### src/rtl/bpcw_pkg.sv
// ----------------------------------------------------------------------------
// bpcw_pkg
// Shared types, constants and bit-level helpers for the BLE CRC-24 and
// whitening encoder.
// ----------------------------------------------------------------------------
package bpcw_pkg;

  localparam int unsigned ByteW = 8;
  localparam int unsigned CrcW  = 24;
  localparam int unsigned ChanW = 6;

  localparam logic [CrcW-1:0]  CrcPoly      = 24'h00065B;
  localparam logic [CrcW-1:0]  CrcInitReset = 24'h555555;
  localparam logic [ByteW-1:0] WhitenTap    = 8'h11;
  localparam logic [ByteW-1:0] WhitenSeedOr = 8'h02;

  // Sequencer position within one input item: the data byte, then the
  // three CRC bytes when the item closes the packet.
  typedef enum logic [3:0] {
    PhData = 4'b0001,
    PhCrc0 = 4'b0010,
    PhCrc1 = 4'b0100,
    PhCrc2 = 4'b1000
  } phase_e;

  typedef struct packed {
    logic              fire;
    phase_e            phase;
    logic              first_byte;
    logic [ByteW-1:0]  data_byte;
    logic [ChanW-1:0]  channel;
  } dp_ctrl_t;

  typedef struct packed {
    logic [ByteW-1:0] out_byte;
    logic             is_crc;
    logic             packet_end;
  } result_t;

  typedef struct packed {
    logic [ByteW-1:0] lfsr;
    logic [ByteW-1:0] data;
  } whiten_t;

  function automatic logic [ByteW-1:0] rev8(input logic [ByteW-1:0] a);
    logic [ByteW-1:0] v;
    for (int i = 0; i < ByteW; i++) begin
      v[ByteW-1-i] = a[i];
    end
    return v;
  endfunction

  // Eight LSB-first CRC steps, shifting out of the top bit.
  function automatic logic [CrcW-1:0] crc_feed8(input logic [CrcW-1:0] crc,
                                                input logic [ByteW-1:0] d);
    logic [CrcW-1:0] c;
    logic            top;
    c = crc;
    for (int i = 0; i < ByteW; i++) begin
      top = c[CrcW-1];
      c   = {c[CrcW-2:0], 1'b0};
      if (top != d[i]) begin
        c = c ^ CrcPoly;
      end
    end
    return c;
  endfunction

  // Eight whitening steps: mask bit i is the LFSR top bit before step i.
  function automatic whiten_t whiten8(input logic [ByteW-1:0] lfsr,
                                      input logic [ByteW-1:0] d);
    whiten_t r;
    r.lfsr = lfsr;
    r.data = d;
    for (int i = 0; i < ByteW; i++) begin
      if (r.lfsr[ByteW-1]) begin
        r.lfsr    = r.lfsr ^ WhitenTap;
        r.data[i] = ~r.data[i];
      end
      r.lfsr = {r.lfsr[ByteW-2:0], 1'b0};
    end
    return r;
  endfunction

endpackage

### src/rtl/bpcw_if.sv
// ----------------------------------------------------------------------------
// bpcw interfaces
// Valid/ready channels for data bytes in, encoded bytes out and the CRC seed.
// ----------------------------------------------------------------------------
interface bpcw_in_if;
  logic                             valid;
  logic                             ready;
  logic [bpcw_pkg::ByteW-1:0]       data_byte;
  logic                             first_byte;
  logic                             last_data;
  logic [bpcw_pkg::ChanW-1:0]       channel;

  modport source (output valid, data_byte, first_byte, last_data, channel,
                  input ready);
  modport sink   (input valid, data_byte, first_byte, last_data, channel,
                  output ready);
endinterface

interface bpcw_out_if;
  logic                             valid;
  logic                             ready;
  logic [bpcw_pkg::ByteW-1:0]       out_byte;
  logic                             is_crc;
  logic                             packet_end;

  modport source (output valid, out_byte, is_crc, packet_end, input ready);
  modport sink   (input valid, out_byte, is_crc, packet_end, output ready);
endinterface

interface bpcw_cfg_if;
  logic                             valid;
  logic                             ready;
  logic [bpcw_pkg::CrcW-1:0]        crc_init;

  modport source (output valid, crc_init, input ready);
  modport sink   (input valid, crc_init, output ready);
endinterface

### src/rtl/bpcw_seq.sv
// ----------------------------------------------------------------------------
// bpcw_seq
// Input register and byte sequencer: holds one input beat and steps it
// through its data byte and, on the last data byte, the three CRC bytes.
// ----------------------------------------------------------------------------
module bpcw_seq (
  input  logic                clk_i,
  input  logic                rst_ni,
  bpcw_in_if.sink             in_i,
  input  logic                out_space_i,
  output bpcw_pkg::dp_ctrl_t  ctrl_o
);
  import bpcw_pkg::*;

  logic             in_vld_q, in_vld_d;
  phase_e           phase_q, phase_d;
  logic [ByteW-1:0] data_q;
  logic             first_q;
  logic             last_q;
  logic [ChanW-1:0] chan_q;
  logic             fire;
  logic             done;
  logic             accept;

  assign fire = in_vld_q && out_space_i;

  always_comb begin
    unique case (phase_q)
      PhData:  done = !last_q;
      PhCrc0:  done = 1'b0;
      PhCrc1:  done = 1'b0;
      PhCrc2:  done = 1'b1;
      default: done = 1'b1;
    endcase
  end

  assign in_i.ready = !in_vld_q || (fire && done);
  assign accept     = in_i.valid && in_i.ready;

  always_comb begin
    in_vld_d = in_vld_q;
    phase_d  = phase_q;
    if (accept) begin
      in_vld_d = 1'b1;
      phase_d  = PhData;
    end else if (fire && done) begin
      in_vld_d = 1'b0;
      phase_d  = PhData;
    end else if (fire) begin
      unique case (phase_q)
        PhData:  phase_d = PhCrc0;
        PhCrc0:  phase_d = PhCrc1;
        PhCrc1:  phase_d = PhCrc2;
        PhCrc2:  phase_d = PhData;
        default: phase_d = PhData;
      endcase
    end
  end

  always_ff @(posedge clk_i or negedge rst_ni) begin
    if (!rst_ni) begin
      in_vld_q <= 1'b0;
      phase_q  <= PhData;
    end else begin
      in_vld_q <= in_vld_d;
      phase_q  <= phase_d;
    end
  end

  always_ff @(posedge clk_i) begin
    if (accept) begin
      data_q  <= in_i.data_byte;
      first_q <= in_i.first_byte;
      last_q  <= in_i.last_data;
      chan_q  <= in_i.channel;
    end
  end

  assign ctrl_o.fire       = fire;
  assign ctrl_o.phase      = phase_q;
  assign ctrl_o.first_byte = first_q;
  assign ctrl_o.data_byte  = data_q;
  assign ctrl_o.channel    = chan_q;

endmodule

### src/rtl/bpcw_dp.sv
// ----------------------------------------------------------------------------
// bpcw_dp
// CRC and whitening datapath: seed register, CRC and LFSR state, and the
// one-byte encode step for a data byte or a CRC byte.
// ----------------------------------------------------------------------------
module bpcw_dp (
  input  logic                clk_i,
  input  logic                rst_ni,
  bpcw_cfg_if.sink            cfg_i,
  input  bpcw_pkg::dp_ctrl_t  ctrl_i,
  output bpcw_pkg::result_t   res_o
);
  import bpcw_pkg::*;

  logic [CrcW-1:0]  crc_init_q;
  logic [CrcW-1:0]  crc_q, crc_d;
  logic [ByteW-1:0] lfsr_q;
  logic [ByteW-1:0] base_lfsr;
  logic [CrcW-1:0]  base_crc;
  logic [ByteW-1:0] wh_in;
  logic             crc_byte;
  logic             end_byte;
  whiten_t          wh;

  assign cfg_i.ready = 1'b1;

  // A packet start reseeds both registers before its first byte is coded.
  assign base_crc  = ctrl_i.first_byte ? crc_init_q : crc_q;
  assign base_lfsr = ctrl_i.first_byte
                   ? (rev8({{(ByteW-ChanW){1'b0}}, ctrl_i.channel}) | WhitenSeedOr)
                   : lfsr_q;

  always_comb begin
    crc_d    = crc_q;
    wh_in    = ctrl_i.data_byte;
    crc_byte = 1'b1;
    end_byte = 1'b0;
    unique case (ctrl_i.phase)
      PhData: begin
        crc_d    = crc_feed8(base_crc, ctrl_i.data_byte);
        wh_in    = ctrl_i.data_byte;
        crc_byte = 1'b0;
      end
      PhCrc0: wh_in = rev8(crc_q[23:16]);
      PhCrc1: wh_in = rev8(crc_q[15:8]);
      PhCrc2: begin
        wh_in    = rev8(crc_q[7:0]);
        end_byte = 1'b1;
      end
      default: wh_in = ctrl_i.data_byte;
    endcase
  end

  assign wh    = whiten8((ctrl_i.phase == PhData) ? base_lfsr : lfsr_q, wh_in);
  assign res_o = {rev8(wh.data), crc_byte, end_byte};

  always_ff @(posedge clk_i or negedge rst_ni) begin
    if (!rst_ni) begin
      crc_init_q <= CrcInitReset;
      crc_q      <= CrcInitReset;
      lfsr_q     <= '0;
    end else begin
      if (cfg_i.valid) begin
        crc_init_q <= cfg_i.crc_init;
      end
      if (ctrl_i.fire) begin
        crc_q  <= crc_d;
        lfsr_q <= wh.lfsr;
      end
    end
  end

endmodule

### src/rtl/bpcw_out_reg.sv
// ----------------------------------------------------------------------------
// bpcw_out_reg
// Output register that holds one encoded byte until the sink takes it.
// ----------------------------------------------------------------------------
module bpcw_out_reg (
  input  logic               clk_i,
  input  logic               rst_ni,
  input  logic               load_i,
  input  bpcw_pkg::result_t  res_i,
  output logic               space_o,
  bpcw_out_if.source         out_o
);
  import bpcw_pkg::*;

  logic    vld_q;
  result_t res_q;

  assign space_o = !vld_q || out_o.ready;

  always_ff @(posedge clk_i or negedge rst_ni) begin
    if (!rst_ni) begin
      vld_q <= 1'b0;
    end else if (load_i) begin
      vld_q <= 1'b1;
    end else if (out_o.ready) begin
      vld_q <= 1'b0;
    end
  end

  always_ff @(posedge clk_i) begin
    if (load_i) begin
      res_q <= res_i;
    end
  end

  assign out_o.valid      = vld_q;
  assign out_o.out_byte   = res_q.out_byte;
  assign out_o.is_crc     = res_q.is_crc;
  assign out_o.packet_end = res_q.packet_end;

endmodule

### src/rtl/ble_packet_crc_whiten_encoder.sv
// ----------------------------------------------------------------------------
// ble_packet_crc_whiten_encoder
// BLE link-layer encoder: CRC-24 over the packet data bytes, data whitening,
// bit reversal, and the three CRC bytes appended after the last data byte.
// ----------------------------------------------------------------------------
//
//   Channel  Dir  Beat contents
//   in_i     in   data_byte, first_byte, last_data, channel
//   out_o    out  out_byte, is_crc, packet_end
//   cfg_i    in   crc_init (24-bit CRC seed, taken at every packet start)
//
// An accepted beat is coded from the input register, and its result is loaded
// into the output register whenever that register has space for a byte.
// A middle data byte gives one output beat; the last data byte of a packet
// gives four: itself and the three CRC bytes, each via the output register.
// Reset clears the valid flags and the LFSR; the seed and CRC register return
// to 0x555555. Backpressure on out_o stalls the sequencer and then in_i.
//
module ble_packet_crc_whiten_encoder (
  input  logic        clk_i,
  input  logic        rst_ni,
  bpcw_in_if.sink     in_i,
  bpcw_out_if.source  out_o,
  bpcw_cfg_if.sink    cfg_i
);
  import bpcw_pkg::*;

  dp_ctrl_t ctrl;
  result_t  res;
  logic     out_space;

  // The sequencer holds the current input beat and walks it through its
  // data byte and, when it ends the packet, the three CRC bytes. It advances
  // only when the output register can take a byte.
  bpcw_seq u_seq (
    .clk_i       (clk_i),
    .rst_ni      (rst_ni),
    .in_i        (in_i),
    .out_space_i (out_space),
    .ctrl_o      (ctrl)
  );

  // The datapath owns the CRC seed, the CRC register and the whitening LFSR.
  // A first byte reseeds both before it is coded.
  bpcw_dp u_dp (
    .clk_i  (clk_i),
    .rst_ni (rst_ni),
    .cfg_i  (cfg_i),
    .ctrl_i (ctrl),
    .res_o  (res)
  );

  // The output register holds one result for the sink. While a result waits
  // there, the sequencer stalls, and once the input register is also full
  // the next beat on in_i waits as well.
  bpcw_out_reg u_out (
    .clk_i   (clk_i),
    .rst_ni  (rst_ni),
    .load_i  (ctrl.fire),
    .res_i   (res),
    .space_o (out_space),
    .out_o   (out_o)
  );

endmodule

### src/flat_wrapper.sv
// flat-port wrapper written by rule: the top's interface ports become plain ports
module ble_packet_crc_whiten_encoder_flat import bpcw_pkg::*;
  (clk_i, rst_ni, in_i_valid, in_i_data_byte, in_i_first_byte, in_i_last_data, in_i_channel, in_i_ready, out_o_valid, out_o_out_byte, out_o_is_crc, out_o_packet_end, out_o_ready, cfg_i_valid, cfg_i_crc_init, cfg_i_ready);
  bpcw_in_if in_i_i ();
  bpcw_out_if out_o_i ();
  bpcw_cfg_if cfg_i_i ();
  input  logic clk_i;
  input  logic rst_ni;
  input wire logic [$bits(in_i_i.valid)-1:0] in_i_valid;
  input wire logic [$bits(in_i_i.data_byte)-1:0] in_i_data_byte;
  input wire logic [$bits(in_i_i.first_byte)-1:0] in_i_first_byte;
  input wire logic [$bits(in_i_i.last_data)-1:0] in_i_last_data;
  input wire logic [$bits(in_i_i.channel)-1:0] in_i_channel;
  output wire logic [$bits(in_i_i.ready)-1:0] in_i_ready;
  output wire logic [$bits(out_o_i.valid)-1:0] out_o_valid;
  output wire logic [$bits(out_o_i.out_byte)-1:0] out_o_out_byte;
  output wire logic [$bits(out_o_i.is_crc)-1:0] out_o_is_crc;
  output wire logic [$bits(out_o_i.packet_end)-1:0] out_o_packet_end;
  input wire logic [$bits(out_o_i.ready)-1:0] out_o_ready;
  input wire logic [$bits(cfg_i_i.valid)-1:0] cfg_i_valid;
  input wire logic [$bits(cfg_i_i.crc_init)-1:0] cfg_i_crc_init;
  output wire logic [$bits(cfg_i_i.ready)-1:0] cfg_i_ready;
  assign in_i_i.valid = in_i_valid;
  assign in_i_i.data_byte = in_i_data_byte;
  assign in_i_i.first_byte = in_i_first_byte;
  assign in_i_i.last_data = in_i_last_data;
  assign in_i_i.channel = in_i_channel;
  assign in_i_ready = in_i_i.ready;
  assign out_o_valid = out_o_i.valid;
  assign out_o_out_byte = out_o_i.out_byte;
  assign out_o_is_crc = out_o_i.is_crc;
  assign out_o_packet_end = out_o_i.packet_end;
  assign out_o_i.ready = out_o_ready;
  assign cfg_i_i.valid = cfg_i_valid;
  assign cfg_i_i.crc_init = cfg_i_crc_init;
  assign cfg_i_ready = cfg_i_i.ready;
  ble_packet_crc_whiten_encoder u_core (.clk_i(clk_i), .rst_ni(rst_ni), .in_i(in_i_i), .out_o(out_o_i), .cfg_i(cfg_i_i));
endmodule
### config.mk
export PLATFORM = sky130hd
export DESIGN_NAME = ble_packet_crc_whiten_encoder_flat
export DESIGN_NICKNAME = d
export VERILOG_FILES = /design/src/rtl/bpcw_pkg.sv /design/src/rtl/bpcw_if.sv /design/src/rtl/bpcw_seq.sv /design/src/rtl/bpcw_dp.sv /design/src/rtl/bpcw_out_reg.sv /design/src/rtl/ble_packet_crc_whiten_encoder.sv /design/src/flat_wrapper.sv
export SDC_FILE = /design/constraint.sdc
export NUM_CORES = 1
export LEC_CHECK = 0
export ABC_AREA = 1
export BUFFER_PORTS_ARGS = -buffer_cell sky130_fd_sc_hd__buf_2
export CAP_MARGIN = 10
export CORE_UTILIZATION = 38
export CTS_CLUSTER_DIAMETER = 150
export DETAILED_ROUTE_END_ITERATION = 16
export HOLD_SLACK_MARGIN = 0.12
export PLACE_DENSITY = 0.56
export SLEW_MARGIN = 20
export SYNTH_ARGS = -nofsm -noshare
export SYNTH_HDL_FRONTEND = slang
export SYNTH_SLANG_ARGS = --single-unit
export TNS_END_PERCENT = 20
### constraint.sdc
create_clock -name clk_i -period 3.9 [get_ports clk_i]
set_input_delay 0.39 -clock clk_i [delete_from_list [all_inputs] [get_ports clk_i]]
set_output_delay 0.39 -clock clk_i [all_outputs]
set_load 0.005 [all_outputs]
After elaboration in Yosys (flattened, before gate mapping)
Index checks and enable logic that the tools add are counted.

Add/sub/neg operators: 0. Multipliers: 0. Div/mod/pow operators: 0. Order comparisons: 0. Equal/unequal tests: 12. Shift operators: 0. Mux-type cells: 45. Bitwise logic cells: 24. Reduce and logical (&&, ||, !) cells: 13.

Operators with widths (number): $mux 24 (8); $mux 11 (8); $not 7->7 (8); $mux 5 (7); $pmux 8 s3 (1); $mux 8 (2); $not 2->2 (8); $mux 1 (13); $mux 4 (3); $pmux 4 s3 (1); $ne 1x1->1 (8); $not 1->1 (8); $mux 6 (1); $eq 4x1->1 const B (1); $eq 4x2->1 const B (1); $eq 4x3->1 const B (1); $eq 4x4->1 const B (1); $reduce_bool 2->1 (2); $logic_and 1x1->1 (3); $logic_not 1->1 (3); $reduce_bool 3->1 (1); $logic_or 1x1->1 (2); $pmux 1 s2 (1); $reduce_and 2->1 (1); $reduce_or 2->1 (1).

Register bits: 87. Bits in latches: 0. RAM bits: 0. Bits in read-only memories: 0. Input port bits: 45. Output and inout bits: 13. Word-level logic and storage cells: 107. Memories kept: 0.

Longest topological paths before layout
Depth after elaboration: 24. Gate-level depth with buffers: 13. Mapped depth without buffers: 13.

Modules after synthesis
Synthesis repeated with hierarchy kept, for this count alone.

Cell total of the unflattened synthesis: 624. Area total of the unflattened synthesis: 4912.2 µm².

Modules (own cells, without submodules): bpcw_dp (instances 1, cells an instance 552, area each 3778.6 µm², seq. area each 1406.3 µm²); bpcw_seq (instances 1, cells an instance 57, area each 788.3 µm², seq. area each 606.8 µm²); bpcw_out_reg (instances 1, cells an instance 15, area each 345.3 µm², seq. area each 325.3 µm²).

Least setup slack after synthesis
Ideal clock, no wire load.

Path type: input -> register. Start: input out_o_ready. End: register u_core.u_seq.chan_q[0] (enable). Library setup time: 394 ps. Data arrival time: 2044 ps. Data required time: 3506 ps. Slack: 1462 ps. Stages on the path: 6. Buffers on the path: 0. Cells stage by stage: inv_1 > nand2_1 > nand2_1 > inv_1 > nand4_1 > a21oi_1.

RTL lines: start, declared (RTL line flat_wrapper.sv:19) `input wire logic [$bits(out_o_i.ready)-1:0] out_o_ready;`; end signal, assigned (RTL line bpcw_seq.sv:75) `chan_q <= in_i.channel;`; end, declared (RTL line bpcw_seq.sv:20) `logic [ChanW-1:0] chan_q;`.

==> results.txt <==
- Max frequency: 370 MHz
* Number of buffers inserted by port buffering: 56
- Commonest cells post-synth: 249 x sky130_fd_sc_hd__nand2_1, 59 x sky130_fd_sc_hd__inv_1, 49 x sky130_fd_sc_hd__o21ai_0
* Antenna violations before repair: 0
- The share of the Yosys chip area taken by registers is about 49%.
* Hold Vio Cnt, Final: 0
- Post-cts repair resize count: 0
- 58 I/O pins were placed.
- Worst relative slew slack: 38.6%
- Run status: finished clean
- Via count of the first global-routing pass: 3940
- In the routed design, unresolved DRC markers number 0.
- In this run the worst path has a maximum fanout of 16.
- Most repeated library cell on the critical path: sky130_fd_sc_hd__nand2_1
- The clock reaches the later pin of the worst-skew pair after 0.35 ns.
* Num CTS Buffers: 9
* Number of logic stages on the critical path including buffering: 6
- Walking the worst path, the cells encountered are nand2_1, nand2_1, inv_1, nand4_1, nand2_1, buf_2.
- DIE AREA: 0.0129 sq mm
- Library cell used as clock root buffer: sky130_fd_sc_hd__clkbuf_16
- Excluding fillers, the count of instances in the completed layout stands at just over 800.
- After clock tree synthesis, the clock-pin slew on the worst setup and hold paths is about 0.07 ns.
- Synthesis inferred 87 register bits.
- Layout cells sized above 1: between 10% and 20%
- Total length of routed wires: 12500 um
- Transition time of the tightest slew-check pin: around 0.9 ns
- Yosys mapped the design onto 35 distinct sky130hd cell types.
- At the end of the flow, the number of nets in the layout was approximately 700.
- Async set or reset register ratio after synthesis: 70.1%
- HPWL after DPL: 9440 um
- Fraction of synthesized cell area taken by the top area cell type: 19.8%
* Crit start category: register
- Effective utilization at floorplan: 39.2%
- Global routing consumed, over all layers together, ~21% of the routing resources.
- Vias after detailed routing: 4053
* Critical Setup Path Class: register to primary output
- RSZ-0062 raised after global routing: no
* Buffers inserted during post-CTS setup optimization: 0
* Cell count after synthesis: ~600
- Setup crit end kind: primary output
- Leading cell types by total area after synthesis: sky130_fd_sc_hd__nand2_1 20%, sky130_fd_sc_hd__dfrtp_1 19%, sky130_fd_sc_hd__edfxtp_1 17%
- Mapped Avg Cell Area: 7.89 sq um
- Layout Skew: 0.0113 ns
- Hold-fix buffer count after cts: 0
- Most area-hungry cell type in the Yosys netlist: sky130_fd_sc_hd__nand2_1
- Total inserted antenna cells: 0
- The number of nets handed over by synthesis was 644.
- Number of slew-limit violations in the final report: 0
- Synth Warn #: 0
* Area overhead of the layout relative to synthesis: 15.0%
- Among all stages on the critical path, the largest delay is contributed by sky130_fd_sc_hd__inv_1.
- Grt total ovfl: 0
- Final period utilization: 69.3%
* Standard-cell row count: 40
- Cell Pwr Density: 780 mW/mm^2
- The clock drives 87 sinks.
- Post-synthesis instance area: 0.00473 sq mm
* Count of cells along the worst register-to-register path: 6
- The first TritonRoute pass finished after 7 iterations.
* Wire length per cell: ~15 um
* Delay-heaviest family, CP: simple AND/OR/NAND/NOR gates
- Count of routing violations after the opening detailed-route iteration: between 200 and 250
* Crit path largest cell delay: between 0.6 and 0.7 ns
- The longest clock path from root to sink contains 2 buffers.
- Among all flip-flop cells after synthesis, the most frequent one is sky130_fd_sc_hd__dfrtp_1.
- Once detail routing completed, the nets flagged for antenna violations numbered 0.
- Number of enable flip-flop cells after synthesis: 26
- Vias per inst: approximately 5
* Die height: 114 um
- The number of placed instances, taps included, is 811.
* Pin count of the biggest net entering global routing: 41
- TritonCTS clock tree: yes
* Number of maximum-capacitance constraint violations: 0
* Maximum resistive drop on vdd: 0.230 mV
* Post-layout minimum cycle time: 2.70 ns
* Power, Total: 4.24 mW
- The H-tree was split into 3 levels.
- Worst Path Buf+Inv: 2
- For the worst setup path, the data required time is 3.51 ns.
- The tightest min-delay check is of the input pin to async pin type.
- CORE AREA: 0.0121 sq mm
- Routability-driven placement finished with a final weighted congestion of 0.897.
* Horizontal extent of the die: 114 um
* Setup tns final: 0 ns
- Setup violations remaining at the end of the flow were counted as 0.
- Global-route wire length before repair: roughly 20000 um
- Crit path arrival time: approximately 2.3 ns
- In this run the static leakage power is 2.66 nW.
- By instance count, the leading cell after synthesis is sky130_fd_sc_hd__nand2_1.
## worst reg2reg max path: cells and delay by family (launching register included)
| kind | cells | cell delay (ns) |
|---|---|---|
| buffers and inverters | 2 | 0.90 |
| AO/OA/AOI/OAI | 1 | 0.20 |
| flip-flops | 1 | 0.37 |
| AND/OR/NAND/NOR | 3 | 0.72 |
## cell usage in the layout (no fill, tap or decap), types with 2 or more instances in the layout
cell / n
sky130_fd_sc_hd__buf_4: 4
sky130_fd_sc_hd__nand2_1: 249
sky130_fd_sc_hd__o21ai_1: 5
sky130_fd_sc_hd__xor2_2: 2
sky130_fd_sc_hd__nand4_1: 8
sky130_fd_sc_hd__dfrtp_1: 36
sky130_fd_sc_hd__nor2_1: 12
sky130_fd_sc_hd__inv_1: 59
sky130_fd_sc_hd__nor2_4: 3
sky130_fd_sc_hd__or2_1: 2
sky130_fd_sc_hd__xor2_1: 13
sky130_fd_sc_hd__dfstp_2: 25
sky130_fd_sc_hd__nand3_1: 46
sky130_fd_sc_hd__o21ai_0: 49
sky130_fd_sc_hd__a21oi_1: 3
sky130_fd_sc_hd__mux2_2: 8
sky130_fd_sc_hd__nand2_2: 8
sky130_fd_sc_hd__inv_2: 6
sky130_fd_sc_hd__clkinv_4: 2
sky130_fd_sc_hd__o22ai_1: 3
sky130_fd_sc_hd__nand3b_1: 4
sky130_fd_sc_hd__clkbuf_16: 9
sky130_fd_sc_hd__clkinvlp_4: 2
sky130_fd_sc_hd__edfxtp_1: 26
sky130_fd_sc_hd__o211ai_1: 7
sky130_fd_sc_hd__buf_2: 56
## area by class of cell
type                       count  area (sq um)
tap                          168           210
fill                        1234          6630
sequential                    87          2340
multi-input combinational    431          2060
inverter                      65           244
clock inverter                 6          45.0
clock buffer                  10           229
timing repair buffer          60           310
## final timing paths
check                                               from                 endpoint  slack, ns
worst max-delay path            u_core.u_out.out_o.valid               in_i_ready       1.20
worst min-delay path                              rst_ni  u_core.u_seq.phase_q[1]       0.18
worst max register to register  u_core.u_out.out_o.valid   u_core.u_seq.chan_q[1]       1.39
worst min register to register     u_core.u_dp.lfsr_q[5]    u_core.u_dp.lfsr_q[5]       0.48
max in group asynchronous                         rst_ni     u_core.u_dp.crc_q[6]       2.79
min in group clk_i                       in_i_channel[3]   u_core.u_seq.chan_q[3]       0.21
## cell families (layout without fill, tap and decap cells)
logic type / after synthesis / after routing / synth area share, %
other: 1 / 1 / 0.0794
DFF: 87 / 87 / 49.5
buffers and inverters: 81 / 141 / 7.02
AOI/OAI and AO/OA: 72 / 72 / 8.37
muxes: 8 / 8 / 1.91
xor gates and xnor gates: 15 / 15 / 3.10
and+or+nand+nor: 335 / 335 / 30.1
## layer usage
metal  global-route usage [%]  wire, um  up-vias  part of all wire (%)
met1                     28.3      6030     1908                    48
met2                     32.7      5690       93                    46
met4                     9.39       317        0                   2.5
met5                        0         0        -                     0
li1                         -         -     2031                     -
met3                     3.35       452       21                   3.6
## stage by stage
step / hold slack (ns) / util (%) / cell area, sq um / setup slack [ns]
after floorplan: 0.0944 / - / 4730 / 1.46
after global placement: 0.472 / 42.8 / 5160 / 1.35
after detailed placement: 0.466 / 42.8 / 5160 / 1.27
after CTS: 0.198 / 45.0 / 5430 / 1.18
after global routing: 0.200 / 45.0 / 5430 / 1.01
final: 0.184 / 45.0 / 5430 / 1.20
## sequential cells by signal, summed over array words and instances (netlist names), 4 cells and up
name / cells
u_core.u_dp.crc_init_q: 24
u_core.u_dp.crc_q: 24
u_core.u_out.out_o.out_byte: 8
u_core.u_seq.data_q: 8
u_core.u_dp.lfsr_q: 7
u_core.u_seq.chan_q: 6
u_core.u_seq.phase_q: 4
## report_power, final
group | switching, mW | internal [mW] | leakage, nW
Clock | 0.374 | 0.434 | 0.127
Sequential | 0.211 | 1.35 | 0.946
Combinational | 1.25 | 0.616 | 1.59
Total | 1.84 | 2.40 | 2.66
Power figures use the tool's default switching activity.
